===== src/design/tlphm_pkg.sv =====
package tlphm_pkg;

    // Address split and pool size.
    localparam int PAGE_SHIFT      = 12;
    localparam int LEAF_INDEX_BITS = 10;
    localparam int ADDRESS_BITS    = 32;
    localparam int LEAF_BLOCKS     = 16;
    localparam int HANDLE_BITS     = 32;

    // Stream field widths.
    localparam int FIELD_W = 32;
    localparam int OP_W    = 2;
    localparam int ST_W    = 2;

    // Derived geometry.
    localparam int PAGE_W     = ADDRESS_BITS - PAGE_SHIFT;
    localparam int DIR_BITS   = PAGE_W - LEAF_INDEX_BITS;
    localparam int DIR_DEPTH  = 1 << DIR_BITS;
    localparam int LEAF_DEPTH = 1 << LEAF_INDEX_BITS;
    localparam int BLK_W      = (LEAF_BLOCKS > 1) ? $clog2(LEAF_BLOCKS) : 1;
    localparam int FREE_W     = $clog2(LEAF_BLOCKS + 1);
    localparam int LEAF_TOTAL = LEAF_BLOCKS * LEAF_DEPTH;
    localparam int LEAF_AW    = BLK_W + LEAF_INDEX_BITS;
    localparam int CNT_W      = FIELD_W - PAGE_SHIFT;
    localparam int CLR_DEPTH  = (LEAF_TOTAL > DIR_DEPTH) ? LEAF_TOTAL : DIR_DEPTH;
    localparam int CLR_W      = $clog2(CLR_DEPTH);

    // Command queue between front and back.
    localparam int CMDQ_DEPTH = 2;
    localparam int CMDQ_AW    = $clog2(CMDQ_DEPTH);

    // Stream packing.
    localparam int IN_FIELDS_W  = 3 * FIELD_W;
    localparam int IN_TDATA_W   = ((IN_FIELDS_W + 7) / 8) * 8;
    localparam int OUT_FIELDS_W = HANDLE_BITS + ST_W;
    localparam int OUT_TDATA_W  = ((OUT_FIELDS_W + 7) / 8) * 8;

    // Operation codes on the input stream.
    localparam logic [OP_W-1:0] OP_LOOKUP = 2'd0;
    localparam logic [OP_W-1:0] OP_SET    = 2'd1;
    localparam logic [OP_W-1:0] OP_CLEAR  = 2'd2;

    typedef enum logic [ST_W-1:0] {
        ST_OK     = 2'd0,
        ST_MAPPED = 2'd1,
        ST_NODIR  = 2'd2,
        ST_POOL   = 2'd3
    } t_status;

    typedef enum logic [1:0] {
        K_NOP,
        K_LOOKUP,
        K_SET,
        K_CLEAR
    } t_kind;

    typedef struct packed {
        t_kind                  kind;
        logic [PAGE_W-1:0]      page;
        logic [CNT_W-1:0]       count;
        logic [HANDLE_BITS-1:0] handle;
    } t_cmd;

    typedef struct packed {
        logic [HANDLE_BITS-1:0] handle;
        t_status                status;
    } t_result;

    typedef struct packed {
        logic clearing;
    } t_back_stat;

endpackage


===== src/design/tlphm_front.sv =====
module tlphm_front
    import tlphm_pkg::*;
(
    input  logic                  i_tvalid,
    input  logic [IN_TDATA_W-1:0] i_tdata,
    input  logic [OP_W-1:0]       i_tuser,
    output logic                  o_tready,
    input  t_back_stat            i_bstat,
    input  logic                  i_q_full,
    output logic                  o_push,
    output t_cmd                  o_cmd
);

    logic [FIELD_W-1:0] addr;
    logic [FIELD_W-1:0] handle;
    logic [FIELD_W-1:0] size;
    logic [CNT_W-1:0]   count;

    // Unpack the transfer.
    assign addr   = i_tdata[FIELD_W-1:0];
    assign handle = i_tdata[2*FIELD_W-1:FIELD_W];
    assign size   = i_tdata[3*FIELD_W-1:2*FIELD_W];
    assign count  = size[FIELD_W-1:PAGE_SHIFT];

    // Items are held off while the store is being cleared or the queue is full.
    assign o_tready = !i_bstat.clearing && !i_q_full;
    assign o_push   = i_tvalid && o_tready;

    // Classify the item; ranges shorter than a page and unused codes do nothing.
    always_comb begin
        o_cmd.page   = addr[ADDRESS_BITS-1:PAGE_SHIFT];
        o_cmd.count  = count;
        o_cmd.handle = handle[HANDLE_BITS-1:0];
        unique case (i_tuser)
            OP_LOOKUP: o_cmd.kind = K_LOOKUP;
            OP_SET:    o_cmd.kind = (count == '0) ? K_NOP : K_SET;
            OP_CLEAR:  o_cmd.kind = (count == '0) ? K_NOP : K_CLEAR;
            default:   o_cmd.kind = K_NOP;
        endcase
    end

endmodule


===== config.mk =====
export PLATFORM = sky130hd
export DESIGN_NAME = tlphm_front
export DESIGN_NICKNAME = d
export VERILOG_FILES = /design/src/design/tlphm_pkg.sv /design/src/design/tlphm_front.sv
export SDC_FILE = /design/constraint.sdc
export NUM_CORES = 1
export LEC_CHECK = 0
export BUFFER_PORTS_ARGS = -buffer_cell sky130_fd_sc_hd__clkbuf_2
export CAP_MARGIN = 20
export CORE_AREA = 3 3 67 69
export DETAILED_ROUTE_END_ITERATION = 16
export DIE_AREA = 0 0 70 72
export PLACE_DENSITY = 0.61
export REMOVE_ABC_BUFFERS = 1
export SETUP_SLACK_MARGIN = 0.1
export SLEW_MARGIN = 10
export SYNTH_ARGS = -nofsm -noshare
export SYNTH_HDL_FRONTEND = slang
export SYNTH_SLANG_ARGS = --single-unit

===== constraint.sdc =====
create_clock -name vclk -period 1.55
set_input_delay 0.31 -clock vclk [all_inputs]
set_output_delay 0.31 -clock vclk [all_outputs]
set_load 0.01 [all_outputs]

# --- After elaboration in Yosys (flattened, before gate mapping) ---
# Index checks and enable logic that the tools add are counted.
op_classes:
  mux: 3
  n_eq_ne: 2
  n_reduce_logical: 6
ops:
  columns: ["cell", "n"]
  rows:
  - ["20-bit zero test", 1]
  - ["2-bit case mux with 3 select lines", 1]
  - ["2-bit two-way mux", 2]
  - ["2-bit by 1-bit == test with 1-bit output (second input constant)", 1]
  - ["2-bit == test (second input constant)", 1]
  - ["1-bit logical AND", 2]
  - ["1-bit zero test", 2]
  - ["2-bit zero test", 1]
word_totals:
  inputBits: 101
  ff_bits: 0
  wordCells: 11
  out_inout_bits: 76

# --- Depth between registers and ports, before layout ---
depth:
  word_depth: 3
  ltp_mapped: 3
  mapped_depth_nobuf: 3

# --- Least setup slack after synthesis ---
# OpenSTA, ideal clock, no wires.
synth_path:
  path_kind: "input port to output port"
  start: "input port i_tdata[77]"
  end: "output port o_cmd[72] (netlist bit)"
  arrival_ns: 1.088
  path_buffers: 0
  path_slack_ns: 0.152
  required_ns: 1.240
  path_stages: 3
  path_cell_list: "or4_1 > nor2_1 > a31oi_1"
synth_rtl:
  columns: ["item", "line", "source"]
  rows:
  - ["start, declared", "tlphm_front.sv:5", "input logic [IN_TDATA_W-1:0] i_tdata,"]
  - ["end, declared", "tlphm_front.sv:11", "output t_cmd o_cmd"]

==> flow_summary_export.csv <==
group,metric,value,unit
status,outcome,"complete, but fails checks",
status,violations,"negative setup slack",
sta,setup_viol,2,
grt,grt_use_total,19.5,%
power_and_ir_drop,peakVddDrop,0.0408,mV
power_and_ir_drop,power.share.clock,0,%
route,dr_total_vias,407,
synth,synthSimpleGateAreaFrac,9.31,%
synth,ys_types,10,
cells_and_area,fin_nets,164,
synth,synth_compound_area_share,1.82,%
placement,dp.cells,111,
synth,synth-xor-area-share,1.42,%
floorplanning,start_util,15.6,%
sta,setup_slack,-0.0638,ns
cells_and_area,ff_latch_area,0,sq um
synth,yosysWarnings,0,
hold_path,hold_class,"in -> out",
placement,gp_congestion,0.788,
placement,io_buffers,49,
cells_and_area,final_util,9.99,%
power_and_ir_drop,power.density,255,mW/mm^2
worst_setup_path,cp_num_buf_inv,2,
worst_setup_path,required,1.24,ns
grt,antenna_found_initial,0,
run,drv_cap,0,
synth,muxShareOfSynthArea,0,%
sta,min_period,1.61,ns
floorplanning,die_x,70,um
worst_setup_path,cp_common_cell,"clkbuf_2",
cells_and_area,nClkBuffers,0,
sta,timing.fmax,620,MHz
synth,syn_avg_cell_area,7.36,sq um
worst_setup_path,start_kind,"primary input",
route,routedWlPerCell,47.8,um
cells_and_area,seq_cells,0,
synth,synth_adder_area_share,0,%
worst_setup_path,worstSetupPathType,"in -> out",
cells_and_area,final_cell_area,397,sq um
worst_setup_path,critPathCaptureType,"primary output",
route,drc,0,
power_and_ir_drop,netSwitchingPower,50.8,uW
floorplanning,core,0.00397,sq mm
hold_path,min_path_cells,0,
sta,slew_headroom,85.9,%
cells_and_area,drive_gt1_share,85.2,%
worst_setup_path,cp_top_family,"simple AND/OR/NAND/NOR gates",
floorplanning,die_y,72,um
grt,overflow,0,
sta,slew_viol_final,0,
power_and_ir_drop,combPwrFrac,100.0,%
route,antenna_left,0,
cells_and_area,antenna_cells,0,
synth,yosysSeqAreaShare,0,%
power_and_ir_drop,intPower,50.3,uW
cells_and_area,layout-area-overhead-vs-synth,-35.8,%
cells_and_area,fillers,471,
worst_setup_path,path_cells,"clkbuf_2, or4_4, nor2_4, a31oi_1, clkbuf_2",
sta,hold_ws,0.620,ns
synth,synth_top_family_by_area,"buffers and inverters",
placement,pre_cts_ws,-0.151,ns
power_and_ir_drop,seqPwrFrac,0,%
worst_setup_path,critical_path_cell_count,5,
worst_setup_path,cp_slowest_stage_delay,0.54,ns
placement,place_area,385,sq um
synth,syn_inst,84,
sta,period_share,104,%
route,drt-total-wl,5310,um
power_and_ir_drop,p_leak,0.000227,uW
grt,first_global_vias,320,
cts,post_cts_buffers,0,
placement,place_hpwl,5270,um
floorplanning,num_rows,23,
route,drt_iter0_markers,4,
power_and_ir_drop,switching_share,50.2,%
floorplanning,io-pin-count,177,
sta,rsz0062_at_grt,"yes",
cells_and_area,final_cells,111,
grt,grt_max_degree,3,
sta,worst_slew_pin_slew,0.209,ns
worst_setup_path,crit_arrival,1.30,ns
route,routed_via_density,3.67,
sta,hold_viol_final,0,
synth,syn_area,618,sq um
worst_setup_path,critPathMaxFanout,2,
route,drtPass1Iterations,4,
grt,grt_pass1_wl,6000,um
worst_setup_path,crit_slowest_cell,"or4_4",
floorplanning,die_area,0.00504,sq mm
cells by family after synthesis:
logic type,after synthesis
xor+xnor,1
buf+inv,72
compound gates,2
simple gates,9
per-stage QoR:
step	TNS, ns	total power [uW]
after CTS	-0.109	102
after detailed placement	-0.270	99.8
final	-0.0915	101
after floorplan	0	12.3
after global routing	-0.132	109
after global placement	-0.255	99.5
cell usage in the layout (no fill, tap or decap), drive strengths merged:
cell / instances
a31oi: 1
nor2: 2
clkbuf: 49
a21oi: 1
and2: 1
and3: 1
or4: 2
nor4: 3
xnor2: 1
layout make-up:
class | count | area [sq um] | area share [%]
Tap cell | 50 | 62.6 | 15.8
Multi-Input combinational cell | 12 | 88.8 | 22.4
Timing Repair Buffer | 49 | 245 | 61.8
what timing repair did:
item,4_1_cts,5_1_grt
endpoints found under the setup margin,2,2
pin swaps,3,0
resized for setup,3,0
hold buffers,0,0
final timing paths:
path	slack [ns]	end	start
setup / recovery	-0.06	o_cmd[72]	i_tdata[83]
hold / removal	0.62	o_cmd[15]	i_tdata[47]
routing by layer:
metal  wire length (um)  GRT usage [%]  up-vias
li1                   -              -      154
met1                446           5.06      138
met2               2950           38.3      113
met3               1900           33.7        2
met4                 17          0.638        0
met5                  0              0        -
cell usage after synthesis:
| library cell | number | area [sq um] |
|---|---|---|
| buf_4 | 72 | 541 |
| a21oi_1 | 1 | 5.00 |
| a31oi_1 | 1 | 6.26 |
| or4_1 | 1 | 7.51 |
| xnor2_1 | 1 | 8.76 |
| nor2_1 | 2 | 7.51 |
| and2_1 | 1 | 6.26 |
| nor4_1 | 3 | 18.8 |
| and3_1 | 1 | 6.26 |
| or4_4 | 1 | 11.3 |
power groups by stage:
stage               sequential [uW]  clock, uW  combinational (uW)
global route                      0          0                 109
finish                            0          0                 101
floorplan                         0          0                12.3
detailed placement                0          0                99.8
CTS                               0          0                 102
global placement                  0          0                99.5
Note: power is estimated with default switching activity, not from simulation.
