[config.mk]
export PLATFORM = sky130hd
export DESIGN_NAME = tlphm_cmdq
export DESIGN_NICKNAME = d
export VERILOG_FILES = /design/src/design/tlphm_pkg.sv /design/src/design/tlphm_cmdq.sv
export SDC_FILE = /design/constraint.sdc
export NUM_CORES = 1
export LEC_CHECK = 0
export ABC_AREA = 1
export BUFFER_PORTS_ARGS = -buffer_cell sky130_fd_sc_hd__buf_2
export CELL_PAD_IN_SITES_DETAIL_PLACEMENT = 0
export CELL_PAD_IN_SITES_GLOBAL_PLACEMENT = 1
export CORE_ASPECT_RATIO = 1.75
export CORE_MARGIN = 4
export CORE_UTILIZATION = 44
export DETAILED_ROUTE_END_ITERATION = 7
export GPL_TIMING_DRIVEN = 1
export PLACE_DENSITY_LB_ADDON = 0.1
export SLEW_MARGIN = 40
export SYNTH_ARGS = -nofsm -noshare
export SYNTH_HDL_FRONTEND = slang
export SYNTH_SLANG_ARGS = --single-unit
export TNS_END_PERCENT = 1
[constraint.sdc]
create_clock -name i_clk -period 4.6 [get_ports i_clk]
set_input_delay 0.23 -clock i_clk [delete_from_list [all_inputs] [get_ports i_clk]]
set_output_delay 0.23 -clock i_clk [all_outputs]
set_load 0.05 [all_outputs]
[src/design/tlphm_pkg.sv]
package tlphm_pkg;

    // Address split and pool size.
    localparam int PAGE_SHIFT      = 12;
    localparam int LEAF_INDEX_BITS = 10;
    localparam int ADDRESS_BITS    = 32;
    localparam int LEAF_BLOCKS     = 16;
    localparam int HANDLE_BITS     = 32;

    // Stream field widths.
    localparam int FIELD_W = 32;
    localparam int OP_W    = 2;
    localparam int ST_W    = 2;

    // Derived geometry.
    localparam int PAGE_W     = ADDRESS_BITS - PAGE_SHIFT;
    localparam int DIR_BITS   = PAGE_W - LEAF_INDEX_BITS;
    localparam int DIR_DEPTH  = 1 << DIR_BITS;
    localparam int LEAF_DEPTH = 1 << LEAF_INDEX_BITS;
    localparam int BLK_W      = (LEAF_BLOCKS > 1) ? $clog2(LEAF_BLOCKS) : 1;
    localparam int FREE_W     = $clog2(LEAF_BLOCKS + 1);
    localparam int LEAF_TOTAL = LEAF_BLOCKS * LEAF_DEPTH;
    localparam int LEAF_AW    = BLK_W + LEAF_INDEX_BITS;
    localparam int CNT_W      = FIELD_W - PAGE_SHIFT;
    localparam int CLR_DEPTH  = (LEAF_TOTAL > DIR_DEPTH) ? LEAF_TOTAL : DIR_DEPTH;
    localparam int CLR_W      = $clog2(CLR_DEPTH);

    // Command queue between front and back.
    localparam int CMDQ_DEPTH = 2;
    localparam int CMDQ_AW    = $clog2(CMDQ_DEPTH);

    // Stream packing.
    localparam int IN_FIELDS_W  = 3 * FIELD_W;
    localparam int IN_TDATA_W   = ((IN_FIELDS_W + 7) / 8) * 8;
    localparam int OUT_FIELDS_W = HANDLE_BITS + ST_W;
    localparam int OUT_TDATA_W  = ((OUT_FIELDS_W + 7) / 8) * 8;

    // Operation codes on the input stream.
    localparam logic [OP_W-1:0] OP_LOOKUP = 2'd0;
    localparam logic [OP_W-1:0] OP_SET    = 2'd1;
    localparam logic [OP_W-1:0] OP_CLEAR  = 2'd2;

    typedef enum logic [ST_W-1:0] {
        ST_OK     = 2'd0,
        ST_MAPPED = 2'd1,
        ST_NODIR  = 2'd2,
        ST_POOL   = 2'd3
    } t_status;

    typedef enum logic [1:0] {
        K_NOP,
        K_LOOKUP,
        K_SET,
        K_CLEAR
    } t_kind;

    typedef struct packed {
        t_kind                  kind;
        logic [PAGE_W-1:0]      page;
        logic [CNT_W-1:0]       count;
        logic [HANDLE_BITS-1:0] handle;
    } t_cmd;

    typedef struct packed {
        logic [HANDLE_BITS-1:0] handle;
        t_status                status;
    } t_result;

    typedef struct packed {
        logic clearing;
    } t_back_stat;

endpackage

[src/design/tlphm_cmdq.sv]
module tlphm_cmdq
    import tlphm_pkg::*;
(
    input  logic i_clk,
    input  logic i_rst_n,
    input  logic i_push,
    input  t_cmd i_cmd,
    output logic o_full,
    input  logic i_pop,
    output logic o_valid,
    output t_cmd o_cmd
);

    t_cmd               r_mem [CMDQ_DEPTH];
    logic [CMDQ_AW-1:0] r_wr_ptr;
    logic [CMDQ_AW-1:0] r_rd_ptr;
    logic [CMDQ_AW:0]   r_count;

    assign o_full  = (r_count == (CMDQ_AW + 1)'(CMDQ_DEPTH));
    assign o_valid = (r_count != '0);
    assign o_cmd   = r_mem[r_rd_ptr];

    // Pointers and fill level.
    always_ff @(posedge i_clk) begin
        if (!i_rst_n) begin
            r_wr_ptr <= '0;
            r_rd_ptr <= '0;
            r_count  <= '0;
        end else begin
            if (i_push) begin
                r_wr_ptr <= r_wr_ptr + 1'b1;
            end
            if (i_pop) begin
                r_rd_ptr <= r_rd_ptr + 1'b1;
            end
            if (i_push && !i_pop) begin
                r_count <= r_count + 1'b1;
            end else if (!i_push && i_pop) begin
                r_count <= r_count - 1'b1;
            end
        end
    end

    // Entry storage.
    always_ff @(posedge i_clk) begin
        if (i_push) begin
            r_mem[r_wr_ptr] <= i_cmd;
        end
    end

endmodule

# After elaboration in Yosys (flattened, before gate mapping)
# Memory sizes are Yosys's and may differ from the RTL's. A register that Yosys moved wholly into a read port is not among the register bits.
# Cells that the tools add are included.
# W data, S select, Z words.
[op_classes] n_addsub=4 mul=0 div_mod_pow=0 order_cmp=0 n_eq_ne=1 shifts=0 muxes=6 bitwise_logic=0 reduce_logical=6
[op_table] cell="$mux W1" n=4
[op_table] cell="$mux W2" n=2
[op_table] cell="$reduce_bool A2 Y1" n=2
[op_table] cell="$add A1 B1 Y1 const B" n=2
[op_table] cell="$add A2 B1 Y2 const B" n=1
[op_table] cell="$eq A2 B2 Y1 const B" n=1
[op_table] cell="$logic_and A1 B1 Y1" n=2
[op_table] cell="$logic_not A1 Y1" n=2
[op_table] cell="$sub A2 B1 Y2 const B" n=1
[word_totals] ff_bits=4 latch_bits=0 ram_bits=148 mem_bits_ro=0 out_inout_bits=76 mem_count=1
[memory_table] memory="r_mem" words=2 word_bits=74 rd=1 rd_ports_with_merged_regs=1 write_ports=1 line="tlphm_cmdq.sv:14" text="t_cmd r_mem [CMDQ_DEPTH];"

# Logic depth before layout (Yosys ltp)
# Gate-level depths: netlist of run 1.
[logic_depth] depth_word=4 ltp_mapped=8

# Worst setup path after synthesis of run 1
# OpenSTA, ideal clock, no wires.
[synth_path] path_type="flip-flop to flip-flop" start="register r_wr_ptr" end="memory r_mem[0][0] (netlist name), enable pin" arrival_ns=3.406 required_time_ns=4.091 slack_ns=0.685 path_stages_with_launch=2 path_buffers=0 path_cell_list="dfxtp_1 nor2_1"
[synth_lines] element="from (decl)" line="tlphm_cmdq.sv:15" text="logic [CMDQ_AW-1:0] r_wr_ptr;"
[synth_lines] element="from (signal assigned)" line="tlphm_cmdq.sv:31" text="r_wr_ptr <= r_wr_ptr + 1'b1;"
[synth_lines] element="to (decl)" line="tlphm_cmdq.sv:14"
# No word-level cell before the write port.

==> impl_metrics.csv, run 1 <==
group,metric,value,unit
pwr,p_leak,0.003113,uW
yosys,yosys_warnings,0,
floorplanning,rows,55,
status,outcome,"finished, final reports clean",
layout,fin_nets,558,
clock_network,ctsHtreeMaxLevel,4,
timing,relSlewSlack,0.5826,
timing,hold-worst-slack,13.16,ps
critical_path,cp.depth,3,
critical_path,path_cells,"buf_4 -> mux2_4 -> buf_2",
yosys,synthAdderAreaFrac,0.002152,
timing,fin_crit_sh,0.5170,
layout,final_core_util,0.6031,
global_routing,grt_pass1_vias,3207,
layout,num_antenna_cells,0,
placement,dpl_cell_area,6765,um2
global_routing,grt_use_total,0.1426,
layout,fin_area,7802,um2
critical_path,rrSetupSlack,2680,ps
layout,layout_common_cells,"buf_2 (153), edfxtp_1 (148), mux2_4 (60)",
clock_network,cts_resized,0,
yosys,yosysTopAreaCell,"edfxtp_1",
clock_network,ctsHoldBuffers,25,
yosys,synth_cells,265,
routing,antenna_left,0,
yosys,yosys.area_share.simple,0.01291,
pwr,finalPower,3469,uW
critical_path,cp_max_fo,32,
timing,grt_setup_unrepaired,"no",
floorplanning,die_area,15190,um2
critical_path,start_kind,"flip-flop",
hold_path,min_path_type,"in -> reg",
timing,period_needed,2378,ps
critical_path,r2r_end,"r_mem[1][24]",
pwr,power_density,444.6,nW/um2
placement,place_congestion,0.6557,
global_routing,grt_pass1_wl,15970,um
critical_path,critical_path.top_delay_family,"flip-flops",
floorplanning,die_h,160.1,um
critical_path,critical-path-slowest-cell,"dfxtp_4",
routing,dr.pass1.iters,6,
routing,vias_per_cell,4.621,
floorplanning,coreArea,12940,um2
yosys,yosysUniqueCellTypes,14,
clock_network,cts_setup_buffers,0,
critical_path,crit_type,"reg -> out",
layout,final_common_cell,"buf_2",
critical_path,endpoint_kind,"output port",
critical_path,crit_path_max_incr_delay,710,ps
clock_network,clk-insertion-delay-late,400,ps
clock_network,root_buffer,"clkbuf_16",
routing,avgRoutedWirePerCell,16.29,um
layout,multi_input_area,1164,um2
yosys,synth_compound_area_frac,0.001722,
yosys,syn-mean-instance-area,21.94,um2
layout,drive_gt1_frac,0.5316,
yosys,synth_top_area_frac,0.7644,
timing,slew_violations,0,
layout,area.sequential,4548,um2
yosys,synth_top_family_by_area,"multiplexers",
routing,drcViolationCount,0,
layout,fill_cells,1051,
clock_network,cts_buffer_depth,2,
yosys,syn_nets,344,
yosys,synth-xor-area-share,0,
clock_network,cts.sink_count,153,
clock_network,cts_buffers,17,
timing,setup_tns,0,ps
critical_path,crit_buf_inv,2,
global_routing,grt_antenna_before_repair,0,
placement,hpwlAfterDp,7204,um
timing,skew,7.515,ps
timing,max_freq,420.5,MHz
routing,drt_iter0_markers,118,
clock_network,cts_tree,"done",
timing,tightest_slew,626.0,ps
pwr,peakVddDrop,0.2627,mV
yosys,synthMuxAreaShare,0.1821,
run,cap_viol_max_count,0,
timing,setup_viol,0,
timing,hold_viol_final,0,
floorplanning,pin_count,154,
placement,io_buffers,153,
critical_path,reg2reg_from,"r_wr_ptr",
yosys,yosysSeqAreaShare,0.7816,
layout,area_growth,34.19,%
global_routing,grt_overflow_total,0,
routing,vias,3059,
critical_path,worst_r2r_path_depth,3,
routing,drt_wl_total,10790,um
yosys,syn_area,5814,um2
critical_path,crit_arrival,2150,ps
critical_path,cp_data_required_time,4370,ps
clock_network,clkTransAtPathRegs,60,ps
critical_path,critPathCapture,"o_cmd[51]",
floorplanning,start_util,0.4494,
global_routing,grt_max_degree,47,
floorplanning,die_width,94.90,um
yosys,synth_seq_cells,153,
yosys,synth_area_leaders,"edfxtp_1 (76%), mux2_4 (15%), mux2_2 (2.7%), dfxtp_1 (1.7%), buf_6 (1.4%)",
## worst register-to-register path: cells and delay by family (launching register included)
| family | cells | cell delay [ps] |
|---|---|---|
| buffers and inverters | 2 | 1020 |
| DFF | 1 | 390 |
| and+or+nand+nor | 1 | 110 |
## kinds of logic (layout without fill, tap and decap cells)
family / after synthesis / after routing
fa+ha+maj: 1 / 1
simple gates: 19 / 19
mux: 74 / 74
buf+inv: 16 / 242
compound gates: 2 / 2
flops: 153 / 153
## per-layer routing
| layer | vias to the layer above | part of all wire | global-route usage | wire, um |
|---|---|---|---|---|
| li1 | 1454 | - | - | - |
| met1 | 1493 | 0.36 | 0.1448 | 3931 |
| met2 | 101 | 0.56 | 0.2596 | 6071 |
| met3 | 11 | 0.058 | 0.04854 | 629 |
| met4 | 0 | 0.014 | 0.05716 | 152 |
| met5 | - | 0 | 0 | 0 |
## metrics by stage
stage	instances	setup WS, ps
after floorplan	265	685.1
after global placement	584	2314
after detailed placement	585	2376
after CTS	641	2157
after global routing	662	2107
final	662	2222
## worst min path at each step
stage	cells after the start	startpoint	to	slack, ps
floorplan	0	i_cmd[0]	r_mem[0][0]	330
global placement	1	i_cmd[70]	r_mem[1][70]	420
detailed placement	1	i_cmd[50]	r_mem[0][50]	420
CTS	1	i_cmd[45]	r_mem[0][45]	0.5
global route	1	i_cmd[26]	r_mem[0][26]	0.07
finish	1	i_cmd[59]	r_mem[0][59]	10
## area by class of cell
class | count | area share
Clock buffer | 18 | 0.05500
Clock inverter | 13 | 0.01668
Inverter | 8 | 0.004009
Multi-Input combinational cell | 96 | 0.1491
Sequential cell | 153 | 0.5829
Tap cell | 171 | 0.02742
Timing Repair Buffer | 203 | 0.1648
## sequential cells by signal, summed over array words and instances (netlist names), named ones only
register	cells
r_wr_ptr	1
r_mem	148
r_rd_ptr	1
r_count	2
## Yosys cell counts
library cell and n:
nand3_1 1, buf_6 7, mux2_4 60, edfxtp_1 148, nand2_1 9, nor2_1 8
mux2_2 14, dfxtp_1 5, a21oi_1 1, inv_1 8, buf_2 1, o21ai_0 1
ha_1 1, nand4_1 1
## report_power, final
part / switching (uW) / leakage (uW) / internal, uW
Sequential: 29.8 / 0.00143 / 1610
Combinational: 338 / 0.00143 / 186
Clock: 512 / 0.000255 / 789
Total: 880 / 0.00311 / 2590
Power figures use the tool's default switching activity.
==> inputs of run 2 (changes only) <==
- clock period: 4.6 -> 2.48 ns (I/O delays scaled with it)
==> run 2 against run 1 <==
  * Sequential power grew 85%
  * Final cell count grew 5.6%
  * Total power grew 87%
  * Die area is the same
  * Register-to-register slack lost 1800 ps
  * Count of clock-buffer cells in the layout grew 2
  * Clock skew is essentially flat
  * Worst hold slack gained 420 ps
  * Flip-flop and latch count is the same
  * Critical path depth is the same
  * Critical path type unchanged
  * Highest routed layer unchanged
==> impl_metrics.csv, run 2 (synthesized netlist as in run 1, its figures left out) <==
group,metric,value,unit
global_routing,met3_usage,0.04524,
layout,regMostFlops,"r_mem",
floorplanning,die_area,15190,um2
timing,tightest_slew,642.1,ps
clock_network,cts_buffer_depth,2,
critical_path,start_kind,"flip-flop",
routing,drcViolationCount,0,
timing,relSlewSlack,0.5709,
critical_path,critical-path-slowest-cell,"dfxtp_4",
floorplanning,die_width,94.90,um
critical_path,cp_max_fo,29,
layout,num_antenna_cells,0,
critical_path,critical_path.top_delay_family,"flip-flops",
pwr,p_leak,0.003277,uW
routing,dr.pass1.iters,4,
placement,io_buffers,153,
floorplanning,rows,55,
critical_path,reg2reg_from,"r_wr_ptr",
critical_path,endpoint_kind,"output port",
global_routing,grt_use_total,0.1495,
critical_path,crit_arrival,1940,ps
layout,largest_reg_flops,148,
pwr,peakVddDrop,0.5130,mV
timing,hold-worst-slack,431.1,ps
timing,setup_tns,0,ps
hold_path,min_from,"i_cmd[16]",
global_routing,grt_util_met2,0.2721,
floorplanning,pin_count,154,
clock_network,cts_resized,0,
hold_path,min_path_type,"in -> reg",
global_routing,grt_antenna_before_repair,0,
layout,reg.largest.list,"r_mem: 148 flops, r_count: 2 flops",
critical_path,path_cells,"buf_4 -> mux2_2 -> buf_2",
critical_path,crit_buf_inv,2,
timing,hold_viol_final,0,
timing,setup_viol,0,
pwr,power_density,792.6,nW/um2
layout,fin_nets,594,
timing,max_freq,484.7,MHz
global_routing,grt_pass1_vias,3525,
clock_network,cts_buffers,17,
placement,dp_cells,590,
timing,slew_violations,0,
critical_path,crit_type,"reg -> out",
floorplanning,coreArea,12940,um2
clock_network,ctsHoldBuffers,77,
critical_path,cp_data_required_time,2360,ps
placement,place_congestion,0.6978,
status,outcome,"finished, final reports clean",
timing,grt_setup_unrepaired,"no",
clock_network,clk-insertion-delay-late,410,ps
clock_network,ctsHtreeMaxLevel,4,
routing,drt_iter0_markers,109,
routing,antenna_left,0,
clock_network,cts.sink_count,153,
global_routing,grt_pass1_wl,16930,um
placement,hpwlAfterDp,7191,um
clock_network,cts_setup_buffers,0,
clock_network,root_buffer,"clkbuf_16",
global_routing,grt_max_degree,32,
floorplanning,die_h,160.1,um
layout,drive_gt1_frac,0.5095,
clock_network,cts_tree,"done",
routing,vias,3177,
clock_network,clkTransAtPathRegs,60,ps
layout,final_common_cell,"buf_2",
run,cap_viol_max_count,0,
global_routing,grt_overflow_total,0,
global_routing,grt.busiest_layer,"met2",
layout,layout_common_cells,"buf_2 (153), edfxtp_1 (148), dlygate4sd3_1 (77)",
global_routing,met1_usage,0.1487,
timing,skew,7.885,ps
routing,vias_per_cell,4.545,
layout,area_growth,40.84,%
timing,fin_crit_sh,0.8319,
timing,period_needed,2063,ps
floorplanning,start_util,0.4494,
routing,avgRoutedWirePerCell,15.60,um
routing,drt_wl_total,10900,um
layout,instances_no_fill,699,
critical_path,crit_path_max_incr_delay,690,ps
-- run 2: final timing paths --
check	cells past startpoint	to	slack, ps
setup / recovery	3	o_cmd[67]	420
hold / removal	2	r_mem[1][16]	430
setup reg to reg	3	r_mem[1][30]	920
hold reg to reg	2	flip-flop	500
-- run 2: power breakdown --
group,total [uW],internal [uW],switching (uW),leakage [uW]
logic,1030,390,639,0.00159
registers,3040,2990,51.8,0.00143
clock network,2420,1420,1000,0.000256
-- run 2: stage by stage --
step / area, um2 / util / power, uW / setup slack [ps]
global route: 8189 / 0.6330 / 6759 / 316.4
global placement: 6853 / 0.5297 / 4031 / 816.4
CTS: 8189 / 0.6330 / 6580 / 354.6
floorplan: 5822 / - / 3801 / 150.8
detailed placement: 6853 / 0.5297 / 4047 / 793.5
finish: 8189 / 0.6330 / 6491 / 416.8
-- run 2: routing by layer --
metal | wire [um] | up-vias
met3 | 607 | 19
li1 | - | 1533
met5 | 0 | -
met4 | 267 | 0
met2 | 6233 | 103
met1 | 3793 | 1522
-- run 2: area by class of cell --
type,instances,area (um2)
fillers,1035,4748
flip-flops and latches,153,4548
repair buffers,239,1667
multi-input cells,96,1164
clock buffers,20,446.7
well taps,171,214.0
clock inverters,12,118.9
inverters,8,31.28
